<file path="src/rtl/core/sdpt_pkg.sv">
// shared widths, constants, codes and the angle wrap for the pan/tilt tracker
package sdpt_pkg;

   // angle fixed point: 1/2^F degree
   localparam int ANGLE_FRAC_BITS = 7;

   localparam int ANGLE_W = 16;
   localparam int PITCH_OUT_W = 15;
   localparam int RATE_W = 24;
   localparam int ACC_W = 25;
   localparam int DIFF_W = 18;
   localparam int SUM_W = 26;
   localparam int KERR_W = 33;
   localparam int CLAMP_W = 34;
   localparam int MUL_A_W = 25;
   localparam int MUL_B_W = 17;
   localparam int PROD_W = MUL_A_W + MUL_B_W;
   localparam int TS_SHIFT = 16;
   localparam int DELTA_W = 25;
   localparam int MOD_W = 25;
   localparam int CSR_IDX_W = 3;
   localparam int CSR_DATA_W = 16;

   localparam int HALF_TURN_I = 180 * (2 ** ANGLE_FRAC_BITS);
   localparam int FULL_TURN_I = 2 * HALF_TURN_I;

   // yaw reduction: offset by whole turns to stay positive, then quotient by reciprocal
   // full turn = 45 << MOD_SHIFT, so drop the low bits and divide by 45
   localparam int MOD_TURNS = 256;
   localparam int MOD_OFFSET_I = FULL_TURN_I * MOD_TURNS;
   localparam int MOD_SHIFT = ANGLE_FRAC_BITS + 3;
   localparam int MOD_ODD = 45;
   localparam int MOD_RECIP_SHIFT = 20;
   localparam int MOD_RECIP_I = ((2 ** MOD_RECIP_SHIFT) + MOD_ODD - 1) / MOD_ODD;
   localparam int MOD_QUO_W = 9;

   localparam logic signed [DIFF_W-1:0] HALF_D = DIFF_W'(HALF_TURN_I);
   localparam logic signed [DIFF_W-1:0] FULL_D = DIFF_W'(FULL_TURN_I);
   localparam logic signed [SUM_W-1:0] MOD_OFFSET_S = SUM_W'(MOD_OFFSET_I);
   localparam logic signed [MUL_B_W-1:0] MOD_RECIP_B = MUL_B_W'(MOD_RECIP_I);
   localparam logic signed [MUL_B_W-1:0] FULL_B = MUL_B_W'(FULL_TURN_I);
   localparam logic [MOD_W-1:0] FULL_M = MOD_W'(FULL_TURN_I);

   // rate saturation limits
   localparam logic signed [SUM_W-1:0] RATE_MAX_S = SUM_W'((2 ** (RATE_W - 1)) - 1);
   localparam logic signed [SUM_W-1:0] RATE_MIN_S = -SUM_W'(2 ** (RATE_W - 1));

   // register indexes
   typedef enum logic [CSR_IDX_W-1:0] {
      CSR_STIFF_IDLE   = 3'd0,
      CSR_DAMP_IDLE    = 3'd1,
      CSR_STIFF_ATTACK = 3'd2,
      CSR_DAMP_ATTACK  = 3'd3,
      CSR_MAX_ACCEL    = 3'd4,
      CSR_TIME_STEP    = 3'd5,
      CSR_SNAP_TOL     = 3'd6,
      CSR_PITCH_LIMIT  = 3'd7
   } csr_index_type;

   // request into the shared multiplier
   typedef struct packed {
      logic                       en;
      logic signed [MUL_A_W-1:0]  a;
      logic signed [MUL_B_W-1:0]  b;
   } mul_req_type;

   // reduce a difference into [-half turn, half turn), one correction is enough
   function automatic logic signed [ANGLE_W-1:0] wrap_half(input logic signed [DIFF_W-1:0] v);
      logic signed [DIFF_W-1:0] r;
      r = v;
      if (v >= HALF_D) begin
         r = v - FULL_D;
      end else if (v < -HALF_D) begin
         r = v + FULL_D;
      end
      return r[ANGLE_W-1:0];
   endfunction

endpackage

</file>
<file path="src/rtl/core/sdpt_mul.sv">
// shared signed multiplier with registered product
module sdpt_mul
   import sdpt_pkg::*;
(
   input  logic                      clock,
   input  mul_req_type               mul_req,
   output logic signed [PROD_W-1:0]  prod_ff
);

   logic signed [PROD_W-1:0] prod_in;

   // full-width signed product
   assign prod_in = PROD_W'($signed(mul_req.a)) * PROD_W'($signed(mul_req.b));

   // product register, loaded on request
   always_ff @(posedge clock) begin
      if (mul_req.en) begin
         prod_ff <= prod_in;
      end
   end

endmodule

</file>
<file path="src/rtl/core/spring_damper_pan_tilt_tracker_core.sv">
// top level of the spring-damper pan/tilt tracker with one shared multiplier
//
//   channel | direction | handshake           | word
//   req_    | in        | req_valid/req_stall | target yaw, target pitch, attacking
//   rsp_    | out       | rsp_valid/rsp_stall | view yaw/pitch, snapped, both rates
//   csr_    | in        | csr_wr_en           | index, write data (no read-back)
//
// the sequencer feeds one 25x17 multiplier four times per axis plus twice more for the
// reciprocal reduction of the updated yaw; a snapped yaw skips its own multiplies and
// the reduction, and a new item is taken only once the sequencer is back in idle.
// reset is synchronous and clears the axis state and restores the register defaults.
// a finished word waits in the output register; the next word is taken meanwhile, and
// the sequencer holds at its last step only if the output register is still full.
module spring_damper_pan_tilt_tracker_core
   import sdpt_pkg::*;
(
   input  logic                          clock,
   input  logic                          reset,
   // request channel
   input  logic                          req_valid,
   output logic                          req_stall,
   input  logic signed [ANGLE_W-1:0]     req_target_yaw,
   input  logic signed [ANGLE_W-1:0]     req_target_pitch,
   input  logic                          req_attacking,
   // response channel
   output logic                          rsp_valid,
   input  logic                          rsp_stall,
   output logic signed [ANGLE_W-1:0]     rsp_view_yaw,
   output logic signed [PITCH_OUT_W-1:0] rsp_view_pitch,
   output logic                          rsp_yaw_snapped,
   output logic signed [RATE_W-1:0]      rsp_yaw_rate_out,
   output logic signed [RATE_W-1:0]      rsp_pitch_rate_out,
   // register write port
   input  logic                          csr_wr_en,
   input  logic [CSR_IDX_W-1:0]          csr_index,
   input  logic [CSR_DATA_W-1:0]         csr_wdata
);

   typedef enum logic [13:0] {
      ST_IDLE = 14'b00000000000001,
      ST_YERR = 14'b00000000000010,
      ST_PERR = 14'b00000000000100,
      ST_MKE  = 14'b00000000001000,
      ST_MDR  = 14'b00000000010000,
      ST_CLP  = 14'b00000000100000,
      ST_MTA  = 14'b00000001000000,
      ST_RATE = 14'b00000010000000,
      ST_MTR  = 14'b00000100000000,
      ST_ANG  = 14'b00001000000000,
      ST_MQ   = 14'b00010000000000,
      ST_MR   = 14'b00100000000000,
      ST_FIX  = 14'b01000000000000,
      ST_OUT  = 14'b10000000000000
   } state_type;

   // configuration registers
   logic [9:0]  stiff_idle_ff, stiff_attack_ff;
   logic [7:0]  damp_idle_ff, damp_attack_ff;
   logic [15:0] max_accel_ff, time_step_ff;
   logic [11:0] snap_tol_ff;
   logic [13:0] pitch_limit_ff;

   // sequencer and working registers
   state_type                  state_ff, state_in;
   logic                       axis_ff, axis_in;       // 0 yaw, 1 pitch
   logic signed [ANGLE_W-1:0]  ty_ff, ty_in, tp_ff, tp_in;
   logic                       att_ff, att_in;
   logic                       snap_ff, snap_in;
   logic signed [ANGLE_W-1:0]  err_ff, err_in;
   logic signed [KERR_W-1:0]   kerr_ff, kerr_in;
   logic signed [ACC_W-1:0]    acc_ff, acc_in;
   logic [MOD_W-1:0]           mod_ff, mod_in;

   // axis state
   logic signed [ANGLE_W-1:0]  yaw_angle_ff, yaw_angle_in, pitch_angle_ff, pitch_angle_in;
   logic signed [RATE_W-1:0]   yaw_rate_ff, yaw_rate_in, pitch_rate_ff, pitch_rate_in;

   // output register
   logic                          rsp_valid_ff, rsp_valid_in;
   logic signed [ANGLE_W-1:0]     out_yaw_ff, out_yaw_in;
   logic signed [PITCH_OUT_W-1:0] out_pitch_ff, out_pitch_in;
   logic                          out_snap_ff, out_snap_in;
   logic signed [RATE_W-1:0]      out_yrate_ff, out_yrate_in, out_prate_ff, out_prate_in;

   // multiplier
   mul_req_type               mul_req;
   logic signed [PROD_W-1:0]  prod_ff;

   // datapath terms
   logic [9:0]                 k_sel;
   logic [10:0]                k_eff;
   logic [7:0]                 d_sel;
   logic signed [RATE_W-1:0]   cur_rate;
   logic signed [ANGLE_W-1:0]  cur_angle;
   logic signed [DELTA_W-1:0]  delta;
   logic signed [SUM_W-1:0]    step_sum;
   logic signed [CLAMP_W-1:0]  acc_full, acc_lim;
   logic signed [SUM_W-1:0]    plim;
   logic signed [ANGLE_W:0]    err_x, tol_x;
   logic                       snap_hit;
   logic                       req_take, out_free;
   logic [MOD_W-1:0]           rem_mod;
   logic signed [DIFF_W-1:0]   fix_val;

   assign req_take = req_valid && !req_stall;
   assign out_free = !rsp_valid_ff || !rsp_stall;
   assign req_stall = (state_ff != ST_IDLE);

   // gain selection, pitch stiffness doubled
   assign k_sel = att_ff ? stiff_attack_ff : stiff_idle_ff;
   assign d_sel = att_ff ? damp_attack_ff : damp_idle_ff;
   assign k_eff = axis_ff ? {k_sel, 1'b0} : {1'b0, k_sel};
   assign cur_rate = axis_ff ? pitch_rate_ff : yaw_rate_ff;
   assign cur_angle = axis_ff ? pitch_angle_ff : yaw_angle_ff;

   // time step product floored by the shift
   assign delta = prod_ff[TS_SHIFT+DELTA_W-1:TS_SHIFT];

   // snap window test on the wrapped yaw error
   assign err_x = (ANGLE_W + 1)'(wrap_half(DIFF_W'(ty_ff) - DIFF_W'(yaw_angle_ff)));
   assign tol_x = $signed((ANGLE_W + 1)'(snap_tol_ff));
   assign snap_hit = (err_x < tol_x) && (err_x > -tol_x);

   // acceleration before and at the clamp
   assign acc_full = CLAMP_W'(kerr_ff) - CLAMP_W'($signed(prod_ff[KERR_W-1:0]));
   assign acc_lim = $signed(CLAMP_W'(max_accel_ff)) <<< ANGLE_FRAC_BITS;
   assign plim = $signed(SUM_W'(pitch_limit_ff));

   // shared adder for rate and angle updates
   always_comb begin
      if (state_ff == ST_RATE) begin
         step_sum = SUM_W'(cur_rate) + SUM_W'(delta);
      end else begin
         step_sum = SUM_W'(cur_angle) + SUM_W'(delta);
      end
   end

   // remainder after taking off whole turns
   assign rem_mod = mod_ff - prod_ff[MOD_W-1:0];
   assign fix_val = $signed(DIFF_W'(rem_mod[ANGLE_W:0]));

   // sequencer and datapath next state
   always_comb begin
      state_in = state_ff;
      axis_in = axis_ff;
      ty_in = ty_ff;
      tp_in = tp_ff;
      att_in = att_ff;
      snap_in = snap_ff;
      err_in = err_ff;
      kerr_in = kerr_ff;
      acc_in = acc_ff;
      mod_in = mod_ff;
      yaw_angle_in = yaw_angle_ff;
      pitch_angle_in = pitch_angle_ff;
      yaw_rate_in = yaw_rate_ff;
      pitch_rate_in = pitch_rate_ff;
      rsp_valid_in = rsp_valid_ff && rsp_stall;
      out_yaw_in = out_yaw_ff;
      out_pitch_in = out_pitch_ff;
      out_snap_in = out_snap_ff;
      out_yrate_in = out_yrate_ff;
      out_prate_in = out_prate_ff;
      mul_req.en = 1'b0;
      mul_req.a = '0;
      mul_req.b = '0;

      unique case (state_ff)
         ST_IDLE: begin
            if (req_take) begin
               ty_in = req_target_yaw;
               tp_in = req_target_pitch;
               att_in = req_attacking;
               state_in = ST_YERR;
            end
         end
         // yaw error, snap or start the spring update
         ST_YERR: begin
            err_in = err_x[ANGLE_W-1:0];
            snap_in = snap_hit;
            axis_in = 1'b0;
            if (snap_hit) begin
               yaw_rate_in = '0;
               yaw_angle_in = wrap_half(DIFF_W'(ty_ff));
               state_in = ST_PERR;
            end else begin
               state_in = ST_MKE;
            end
         end
         ST_PERR: begin
            err_in = wrap_half(DIFF_W'(tp_ff) - DIFF_W'(pitch_angle_ff));
            axis_in = 1'b1;
            state_in = ST_MKE;
         end
         // stiffness times error
         ST_MKE: begin
            mul_req.en = 1'b1;
            mul_req.a = MUL_A_W'(err_ff);
            mul_req.b = $signed(MUL_B_W'(k_eff));
            state_in = ST_MDR;
         end
         // damping times rate
         ST_MDR: begin
            kerr_in = $signed(prod_ff[KERR_W-1:0]);
            mul_req.en = 1'b1;
            mul_req.a = MUL_A_W'(cur_rate);
            mul_req.b = $signed(MUL_B_W'(d_sel));
            state_in = ST_CLP;
         end
         // clamp acceleration
         ST_CLP: begin
            if (acc_full > acc_lim) begin
               acc_in = ACC_W'(acc_lim);
            end else if (acc_full < -acc_lim) begin
               acc_in = ACC_W'(-acc_lim);
            end else begin
               acc_in = ACC_W'(acc_full);
            end
            state_in = ST_MTA;
         end
         ST_MTA: begin
            mul_req.en = 1'b1;
            mul_req.a = acc_ff;
            mul_req.b = $signed(MUL_B_W'(time_step_ff));
            state_in = ST_RATE;
         end
         // integrate rate with saturation
         ST_RATE: begin
            if (step_sum > RATE_MAX_S) begin
               acc_in = '0;
               if (axis_ff) pitch_rate_in = RATE_W'(RATE_MAX_S);
               else yaw_rate_in = RATE_W'(RATE_MAX_S);
            end else if (step_sum < RATE_MIN_S) begin
               if (axis_ff) pitch_rate_in = RATE_W'(RATE_MIN_S);
               else yaw_rate_in = RATE_W'(RATE_MIN_S);
            end else begin
               if (axis_ff) pitch_rate_in = RATE_W'(step_sum);
               else yaw_rate_in = RATE_W'(step_sum);
            end
            state_in = ST_MTR;
         end
         ST_MTR: begin
            mul_req.en = 1'b1;
            mul_req.a = MUL_A_W'(cur_rate);
            mul_req.b = $signed(MUL_B_W'(time_step_ff));
            state_in = ST_ANG;
         end
         // integrate angle: pitch clamps, yaw goes to the reduction
         ST_ANG: begin
            if (axis_ff) begin
               if (step_sum < -plim) begin
                  pitch_angle_in = ANGLE_W'(-plim);
               end else if (step_sum > plim) begin
                  pitch_angle_in = ANGLE_W'(plim);
               end else begin
                  pitch_angle_in = ANGLE_W'(step_sum);
               end
               state_in = ST_OUT;
            end else begin
               mod_in = MOD_W'(step_sum + MOD_OFFSET_S);
               state_in = ST_MQ;
            end
         end
         // whole turns: high bits times the reciprocal of the odd factor
         ST_MQ: begin
            mul_req.en = 1'b1;
            mul_req.a = MUL_A_W'(mod_ff[MOD_W-1:MOD_SHIFT]);
            mul_req.b = MOD_RECIP_B;
            state_in = ST_MR;
         end
         // whole turns back to angle units
         ST_MR: begin
            mul_req.en = 1'b1;
            mul_req.a = MUL_A_W'(prod_ff[MOD_RECIP_SHIFT+MOD_QUO_W-1:MOD_RECIP_SHIFT]);
            mul_req.b = FULL_B;
            state_in = ST_FIX;
         end
         // move [0, full) into [-half, half)
         ST_FIX: begin
            if (fix_val >= HALF_D) begin
               yaw_angle_in = ANGLE_W'(fix_val - FULL_D);
            end else begin
               yaw_angle_in = ANGLE_W'(fix_val);
            end
            state_in = ST_PERR;
         end
         // load the output register once it is free
         ST_OUT: begin
            if (out_free) begin
               rsp_valid_in = 1'b1;
               out_yaw_in = yaw_angle_ff;
               out_pitch_in = pitch_angle_ff[PITCH_OUT_W-1:0];
               out_snap_in = snap_ff;
               out_yrate_in = yaw_rate_ff;
               out_prate_in = pitch_rate_ff;
               state_in = ST_IDLE;
            end
         end
         default: begin
            state_in = ST_IDLE;
         end
      endcase
   end

   sdpt_mul u_mul (
      .clock   (clock),
      .mul_req (mul_req),
      .prod_ff (prod_ff)
   );

   // control and axis state
   always_ff @(posedge clock) begin
      if (reset) begin
         state_ff <= ST_IDLE;
         rsp_valid_ff <= 1'b0;
         yaw_angle_ff <= '0;
         pitch_angle_ff <= '0;
         yaw_rate_ff <= '0;
         pitch_rate_ff <= '0;
      end else begin
         state_ff <= state_in;
         rsp_valid_ff <= rsp_valid_in;
         yaw_angle_ff <= yaw_angle_in;
         pitch_angle_ff <= pitch_angle_in;
         yaw_rate_ff <= yaw_rate_in;
         pitch_rate_ff <= pitch_rate_in;
      end
   end

   // working and output payload registers
   always_ff @(posedge clock) begin
      axis_ff <= axis_in;
      ty_ff <= ty_in;
      tp_ff <= tp_in;
      att_ff <= att_in;
      snap_ff <= snap_in;
      err_ff <= err_in;
      kerr_ff <= kerr_in;
      acc_ff <= acc_in;
      mod_ff <= mod_in;
      out_yaw_ff <= out_yaw_in;
      out_pitch_ff <= out_pitch_in;
      out_snap_ff <= out_snap_in;
      out_yrate_ff <= out_yrate_in;
      out_prate_ff <= out_prate_in;
   end

   // configuration registers
   always_ff @(posedge clock) begin
      if (reset) begin
         stiff_idle_ff <= 10'd200;
         damp_idle_ff <= 8'd25;
         stiff_attack_ff <= 10'd300;
         damp_attack_ff <= 8'd30;
         max_accel_ff <= 16'd3000;
         time_step_ff <= 16'd2185;
         snap_tol_ff <= 12'd128;
         pitch_limit_ff <= 14'd11392;
      end else if (csr_wr_en) begin
         unique case (csr_index_type'(csr_index))
            CSR_STIFF_IDLE:   stiff_idle_ff <= csr_wdata[9:0];
            CSR_DAMP_IDLE:    damp_idle_ff <= csr_wdata[7:0];
            CSR_STIFF_ATTACK: stiff_attack_ff <= csr_wdata[9:0];
            CSR_DAMP_ATTACK:  damp_attack_ff <= csr_wdata[7:0];
            CSR_MAX_ACCEL:    max_accel_ff <= csr_wdata;
            CSR_TIME_STEP:    time_step_ff <= csr_wdata;
            CSR_SNAP_TOL:     snap_tol_ff <= csr_wdata[11:0];
            CSR_PITCH_LIMIT:  pitch_limit_ff <= csr_wdata[13:0];
            default: begin
            end
         endcase
      end
   end

   assign rsp_valid = rsp_valid_ff;
   assign rsp_view_yaw = out_yaw_ff;
   assign rsp_view_pitch = out_pitch_ff;
   assign rsp_yaw_snapped = out_snap_ff;
   assign rsp_yaw_rate_out = out_yrate_ff;
   assign rsp_pitch_rate_out = out_prate_ff;

   // an accepted word always starts with the yaw error step
   a_accept_to_yerr: assert property (@(posedge clock) disable iff (reset)
      req_take |=> state_ff == ST_YERR)
      else $error("accepted word did not start the yaw step");

   // a new response only appears from the output step
   a_rsp_from_out: assert property (@(posedge clock) disable iff (reset)
      $rose(rsp_valid_ff) |-> $past(state_ff == ST_OUT))
      else $error("response raised outside the output step");

   // held yaw is always reduced to half a turn either way
   a_yaw_range: assert property (@(posedge clock) disable iff (reset)
      state_ff == ST_IDLE |-> (SUM_W'(yaw_angle_ff) >= -SUM_W'(HALF_D)) &&
                              (SUM_W'(yaw_angle_ff) < SUM_W'(HALF_D)))
      else $error("yaw angle out of range");

   // reciprocal reduction leaves less than one full turn
   a_rem_bound: assert property (@(posedge clock) disable iff (reset)
      state_ff == ST_FIX |-> rem_mod < FULL_M)
      else $error("yaw reduction lost its bound");

endmodule

</file>
<file path="config.mk">
export PLATFORM = sky130hd
export DESIGN_NAME = spring_damper_pan_tilt_tracker_core
export DESIGN_NICKNAME = d
export VERILOG_FILES = /design/src/rtl/core/sdpt_pkg.sv /design/src/rtl/core/sdpt_mul.sv /design/src/rtl/core/spring_damper_pan_tilt_tracker_core.sv
export SDC_FILE = /design/constraint.sdc
export NUM_CORES = 2
export LEC_CHECK = 0
export ABC_AREA = 1
export BUFFER_PORTS_ARGS = -buffer_cell sky130_fd_sc_hd__buf_2
export CORE_UTILIZATION = 24
export DETAILED_ROUTE_END_ITERATION = 7
export SLEW_MARGIN = 15
export SYNTH_ARGS = -nofsm -noshare
export SYNTH_HDL_FRONTEND = slang
export SYNTH_SLANG_ARGS = --single-unit
</file>
<file path="constraint.sdc">
create_clock -name clock -period 11 [get_ports clock]
set_clock_uncertainty 0.15 [all_clocks]
set_input_delay 2.2 -clock clock [delete_from_list [all_inputs] [get_ports clock]]
set_output_delay 2.2 -clock clock [all_outputs]
set_load 0.1 [all_outputs]
</file>
* Yosys cells after proc, flatten, opt, wreduce, memory -nomap -nowiden
Index checks and enable logic that the tools add are counted.
Word-level totals: bits in registers 444
Cells by class: magnitude comparators 15, eq/ne operators 27, multiplexer cells 43, add/sub/neg operators 17, multipliers 1, reduce and logical (&&, ||, !) cells 29, bitwise gates (word level) 1
Operators by type and width (number):
- two-way mux 24 bit | 12
- one-hot mux 43 bit (6 select lines) | 1
- one-hot mux 14 bit (14 select lines) | 1
- two-way mux 16 bit | 11
- two-way mux 25 bit | 3
- one-hot mux 16 bit (2 select lines) | 2
- subtractor 16 bit (second input constant) | 4
- one-hot mux 25 bit (2 select lines) | 1
- adder 16 bit (second input constant) | 3
- one-hot mux 24 bit (2 select lines) | 1
- two-way mux 14 bit | 3
- multiplier 25 x 17 -> 41 bit | 1
- >= comparator 17 x 16 -> 1 bit (second input constant) | 2
- greater-than comparator 34 x 24 -> 1 bit | 1
- < comparator 17 x 16 -> 1 bit (second input constant) | 2
- < comparator 34 bit | 1
- negator 23 -> 34 bit | 1
- subtractor 16 x 16 -> 17 bit | 2
- subtractor 33 x 33 -> 34 bit | 1
- AND reduction 2 bit | 16
- adder 16 x 25 -> 26 bit | 1
- adder 24 x 25 -> 26 bit | 1
- greater-than comparator 26 x 15 -> 1 bit | 1
- greater-than comparator 26 x 24 -> 1 bit (second input constant) | 1
- other kinds (45) | 60

* Longest topological paths before layout
depth after elaboration 8, mapped depth 41, depth with buffers taken out 39

* Cells and area by module
A second synthesis with hierarchy kept.
Unflattened totals: cells, all modules 5884, area, all modules 44795.5 um^2
By module, submodules not included:
- spring_damper_pan_tilt_tracker_core | times used 1, sequential area each 10209.8 um^2, cells each 3556, area each 26855.8 um^2
- sdpt_mul | times used 1, sequential area each 1261.2 um^2, cells each 2328, area each 17939.7 um^2

* Least setup slack after synthesis
No wires, ideal clock.
path kind reg-to-reg, start point register state_ff[10], end point register u_mul.prod_ff[37] (data pin), setup slack 2.550 ns, data required time 10.591 ns, clock period less this slack 8.450 ns, cell stages (with the launch flop) 34, data arrival time 8.041 ns, path through dfxtp_1 nor2_1 inv_1 nor2_1 inv_1 nor2_2 and3_1 inv_1 clkbuf_1 o311ai_0 a21oi_1 clkinv_1 clkbuf_1 nand2_1 fa_1 fa_1 fa_1 inv_1 fa_1 fa_1 inv_1 fa_1 inv_1 ha_1 nand2_1 o21ai_0 a21oi_1 o221ai_1 a21oi_1 o21ai_0 a31oi_1 o21ai_0 a21oi_1 xnor2_1
Between the ends: longest elaborated chain between the ends 3
Ends and longest elaborated chain:
- start, declared | line spring_damper_pan_tilt_tracker_core.sv:64 | state_type state_ff, state_in;
- start signal, assigned | line spring_damper_pan_tilt_tracker_core.sv:321 | state_ff <= state_in;
- == test 14 x 12 -> 1 bit (tied with other cells) | line spring_damper_pan_tilt_tracker_core.sv:168 | unique case (state_ff)
- one-hot mux 43 bit (6 select lines) * | line spring_damper_pan_tilt_tracker_core.sv:168
- multiplier 25 x 17 -> 41 bit * | line sdpt_mul.sv:13 | assign prod_in = PROD_W'($signed(mul_req.a)) * PROD_W'($signed(mul_req.b));
- named net u_mul.prod_in[37] | line sdpt_mul.sv:10 | logic signed [PROD_W-1:0] prod_in;
- end signal, assigned | line sdpt_mul.sv:18 | prod_ff <= prod_in;
- end, declared | line sdpt_mul.sv:7 | output logic signed [PROD_W-1:0] prod_ff
Mark *: on every way through the listed nets, which the timed path passes. The rest lies on a longest branch. A chain may end at the register's enable or synchronous reset.

* Final worst setup path
Same ends and word-level chain as after synthesis.

==> metrics.md <==
| Metric | Value |
|---|---|
| Post-synth top area cell | fa_1 |
| CTS Buffer Depth | 3 |
| Final WL | 147000 µm |
| Seq pwr share | 40.5% |
| Clock tree sinks | 444 |
| Slew at the pin closest to its max-slew limit | 1.22 ns |
| Drt drc | 0 |
| Slew margin rel. | 18.1% |
| CTS resizes | 0 |
| Seq cells post-synth | 444 |
| Ys async rst share | 0% |
| Starting DRT DRC Count | 3161 |
| Crit-path max FO | 14 |
| Die width | 422 µm |
| Pleak | 0.0226 µW |
| Endpoints failing setup | 0 |
| Via count | 36400 |
| FMAX | 102 MHz |
| Post-synth top area share | 18.5% |
| Clock slew at reported path FFs | 0.06 ns |
| H-tree Lvls | 2 |
| Outcome | finished, final reports clean |
| Critical Path End Type | flop |
| Crit path launch type | flop |
| Synth Area in XOR/XNOR | 3.60% |
| Vias per Instance | 4.65 |
| Ys Warns | 0 |
| Final Hold Vio Count | 0 |
| Antenna Nets Post-Route | 0 |
| Max incr delay on CP | 1.03 ns |
| Count of non-filler cells in the finished layout | 7816 |
| Hold buffer count at CTS | 0 |
| Cts bufs inserted | 49 |
| Tot GR Track Use | 16.3% |
| Worst R2R End | u_mul.prod_ff[37] |
| Post-Syn Area | 42300 µm² |
| Min-Delay Path Depth | 0 |
| Num rows | 153 |
| Synth Area in Simple Gates | 19.2% |
| Register area | 11400 µm² |
| Post-synthesis compound-gate area fraction | 11.3% |
| Global-route wire length before repair | 223000 µm |
| Multi-input logic area | 26500 µm² |
| Int Pwr | 3130 µW |
| R2r setup slk | 1.23 ns |
| Die H | 422 µm |
| Post-synthesis adder-cell area fraction | 28.4% |
| Remaining Overflow, GRT | 0 |
| VDD IR-drop max | 133 µV |
| Number of max-cap violations | 0 |
| Final min period | 9.77 ns |
| WL/cell | 18.8 µm |
| Logic pwr share | 19.4% |
| Most used cell, CP | inv_1 |
| Min-delay src | yaw_rate_ff[2] |
| Sequential area share after synthesis | 27.0% |
| Port buffer count | 138 |
| Syn avg cell area | 7.91 µm² |
| Switching pwr | 1410 µW |
| Total power | 4540 µW |
| Worst skew pair latency | 0.64 ns |
| Hold Slack | 0.285 ns |
| Crit path max-delay cell type | o21ai_1 |
| Count leader, synth | nand2_1 |
| Die ar. | 178000 µm² |
| Power density cells | 95.4 nW/µm² |
| Fin crit share | 88.8% |
| Post-DP HPWL | 119000 µm |
| Share of cells above drive strength 1 | 6.25% |
| # fillers | 18900 |
| I/O Pins | 139 |
| FF-to-FF path depth | 33 |
| Yosys cell types | 62 |
| P&R area growth vs syn | 12.4% |
| Hold Path Class | reg -> reg |
| Gate Count Post-Synth | 5349 |
| EDFF count, synth | 255 |
| Syn Nets | 6131 |
| Core Area | 174000 µm² |
| Number of placed instances, taps included | 7723 |
| Largest net degree at the start of global routing | 92 |
| Hold Path End | rsp_yaw_rate_out[2] |
| RSZ-0062 raised after global routing | false |
| CP required | 11.23 ns |
| Largest family of logic cells by synthesized area | adder cells |
| Net Sw Frac | 31.1% |
| DRT Pass-1 Iters | 6 |
| Setup tns final | 0 ns |
| Clock power share | 40.1% |
| Crit path kind | reg -> reg |
| Synth area leaders | fa_1, edfxtp_1, nand2_1, ha_1, dfxtp_1 |
| CTS tree | done |
| Vias in the first global route | 36000 |
| Mux share of post-synthesis cell area | 0.0976% |
| CP arrival | 10.00 ns |
| Initial Utilization | 24.3% |
| Max-slew violations | 0 |
| Top FF cell, synth | edfxtp_1 |
| Reg2reg start | state_ff[10] |
| Clk Tree Root Cell | clkbuf_16 |
| Commonest cells in the netlist | nand2_1, inv_1, nor2_1, fa_1, ha_1 |
| Fin nets | 6231 |
| Setup repair bufs after CTS | 0 |
| Initial antenna violation count | 24 |
| GPL Wtd Cong | 0.973 |
==> how the worst max path moves through the flow <==
stage	from	endpoint	slack (ns)	cells after the start
after floorplan	state_ff[10]	u_mul.prod_ff[37]	2.55	33
after global placement	state_ff[10]	u_mul.prod_ff[37]	1.41	33
after detailed placement	state_ff[10]	u_mul.prod_ff[37]	1.35	33
after CTS	state_ff[10]	u_mul.prod_ff[37]	1.32	33
after global routing	state_ff[10]	u_mul.prod_ff[37]	0.65	33
final	state_ff[10]	u_mul.prod_ff[37]	1.23	33
==> placed cells by master (no fill, tap or decap), types with 6 or more instances in the layout <==
master,synthesis,final
a211oi_1,6,6
a21o_1,18,18
a21oi_1,330,324
a21oi_2,5,8
a221oi_1,11,11
a22o_1,6,6
a31oi_1,24,24
buf_2,13,138
buf_4,5,48
bufinv_16,0,6
clkbuf_16,0,53
clkinv_1,18,19
clkinv_2,0,11
dfxtp_1,189,189
edfxtp_1,255,255
fa_1,391,391
ha_1,334,334
inv_1,1006,1006
nand2_1,1119,1117
nand2_2,13,15
nand3_1,176,176
nand4_1,42,42
nor2_1,533,529
nor2_2,5,7
nor3_1,51,51
nor4_1,8,8
o211ai_1,46,46
o21a_1,17,17
o21ai_0,319,318
o21ai_1,16,16
o21bai_1,17,17
o221ai_1,6,6
or2_2,9,9
xnor2_1,49,49
xor2_1,125,125
==> critical path, delay by kind of cell (launching register included) <==
family	cells	cell delay, ns
compound gates	9	2.66
xor+xnor	1	0.13
fa+ha+maj	7	3.22
buf+inv	9	1.40
flops	1	0.33
simple gates	7	1.60
==> routing by layer <==
metal	up-vias	wire [µm]	GRT usage, %
met5	-	25	0
met4	4	7470	7.27
met3	304	8810	2.15
met2	1256	69400	27.6
met1	17600	61600	20.5
li1	17200	-	-
==> cells by family after synthesis <==
kind of cell / after synthesis
and+or+nand+nor: 1985
buffers and inverters: 1164
AOI/OAI and AO/OA: 853
adders and majority gates: 725
DFF: 444
xor gates and xnor gates: 174
muxes: 4
==> final cells by class <==
class | count | area share [%]
antenna | 1 | 0.00526
clock buffer | 62 | 2.96
clock inverter | 30 | 0.747
inverter | 1027 | 8.11
multi-input combinational | 3741 | 55.8
sequential | 444 | 24.1
tap | 2325 | 6.12
timing repair buffer | 186 | 2.21
==> through the flow <==
| stage | setup WS (ns) | instance area, µm² | util, % |
|---|---|---|---|
| floorplan | 2.55 | 42300 | - |
| global placement | 1.41 | 45800 | 26.3 |
| detailed placement | 1.35 | 45800 | 26.3 |
| CTS | 1.32 | 47600 | 27.3 |
| global route | 0.647 | 47600 | 27.3 |
| finish | 1.23 | 47600 | 27.3 |
==> state kept, by name, indices dropped and copies added (netlist names), 24 cells and up <==
name	count
acc_ff	25
pitch_rate_ff	24
u_mul.prod_ff	41
kerr_ff	33
yaw_rate_ff	24
mod_ff	25
rsp_yaw_rate_out	24
rsp_pitch_rate_out	24
==> power groups by stage <==
| stage | Combinational, µW | Clock [µW] | Sequential [µW] |
|---|---|---|---|
| 2_1_floorplan | 616 | 0 | 1850 |
| 3_3_place_gp | 864 | 0 | 1870 |
| 3_5_place_dp | 870 | 0 | 1870 |
| 4_1_cts | 879 | 1850 | 1840 |
| 5_1_grt | 991 | 1910 | 1840 |
| 6_report | 883 | 1820 | 1840 |
(Power assumes the default switching activity.)
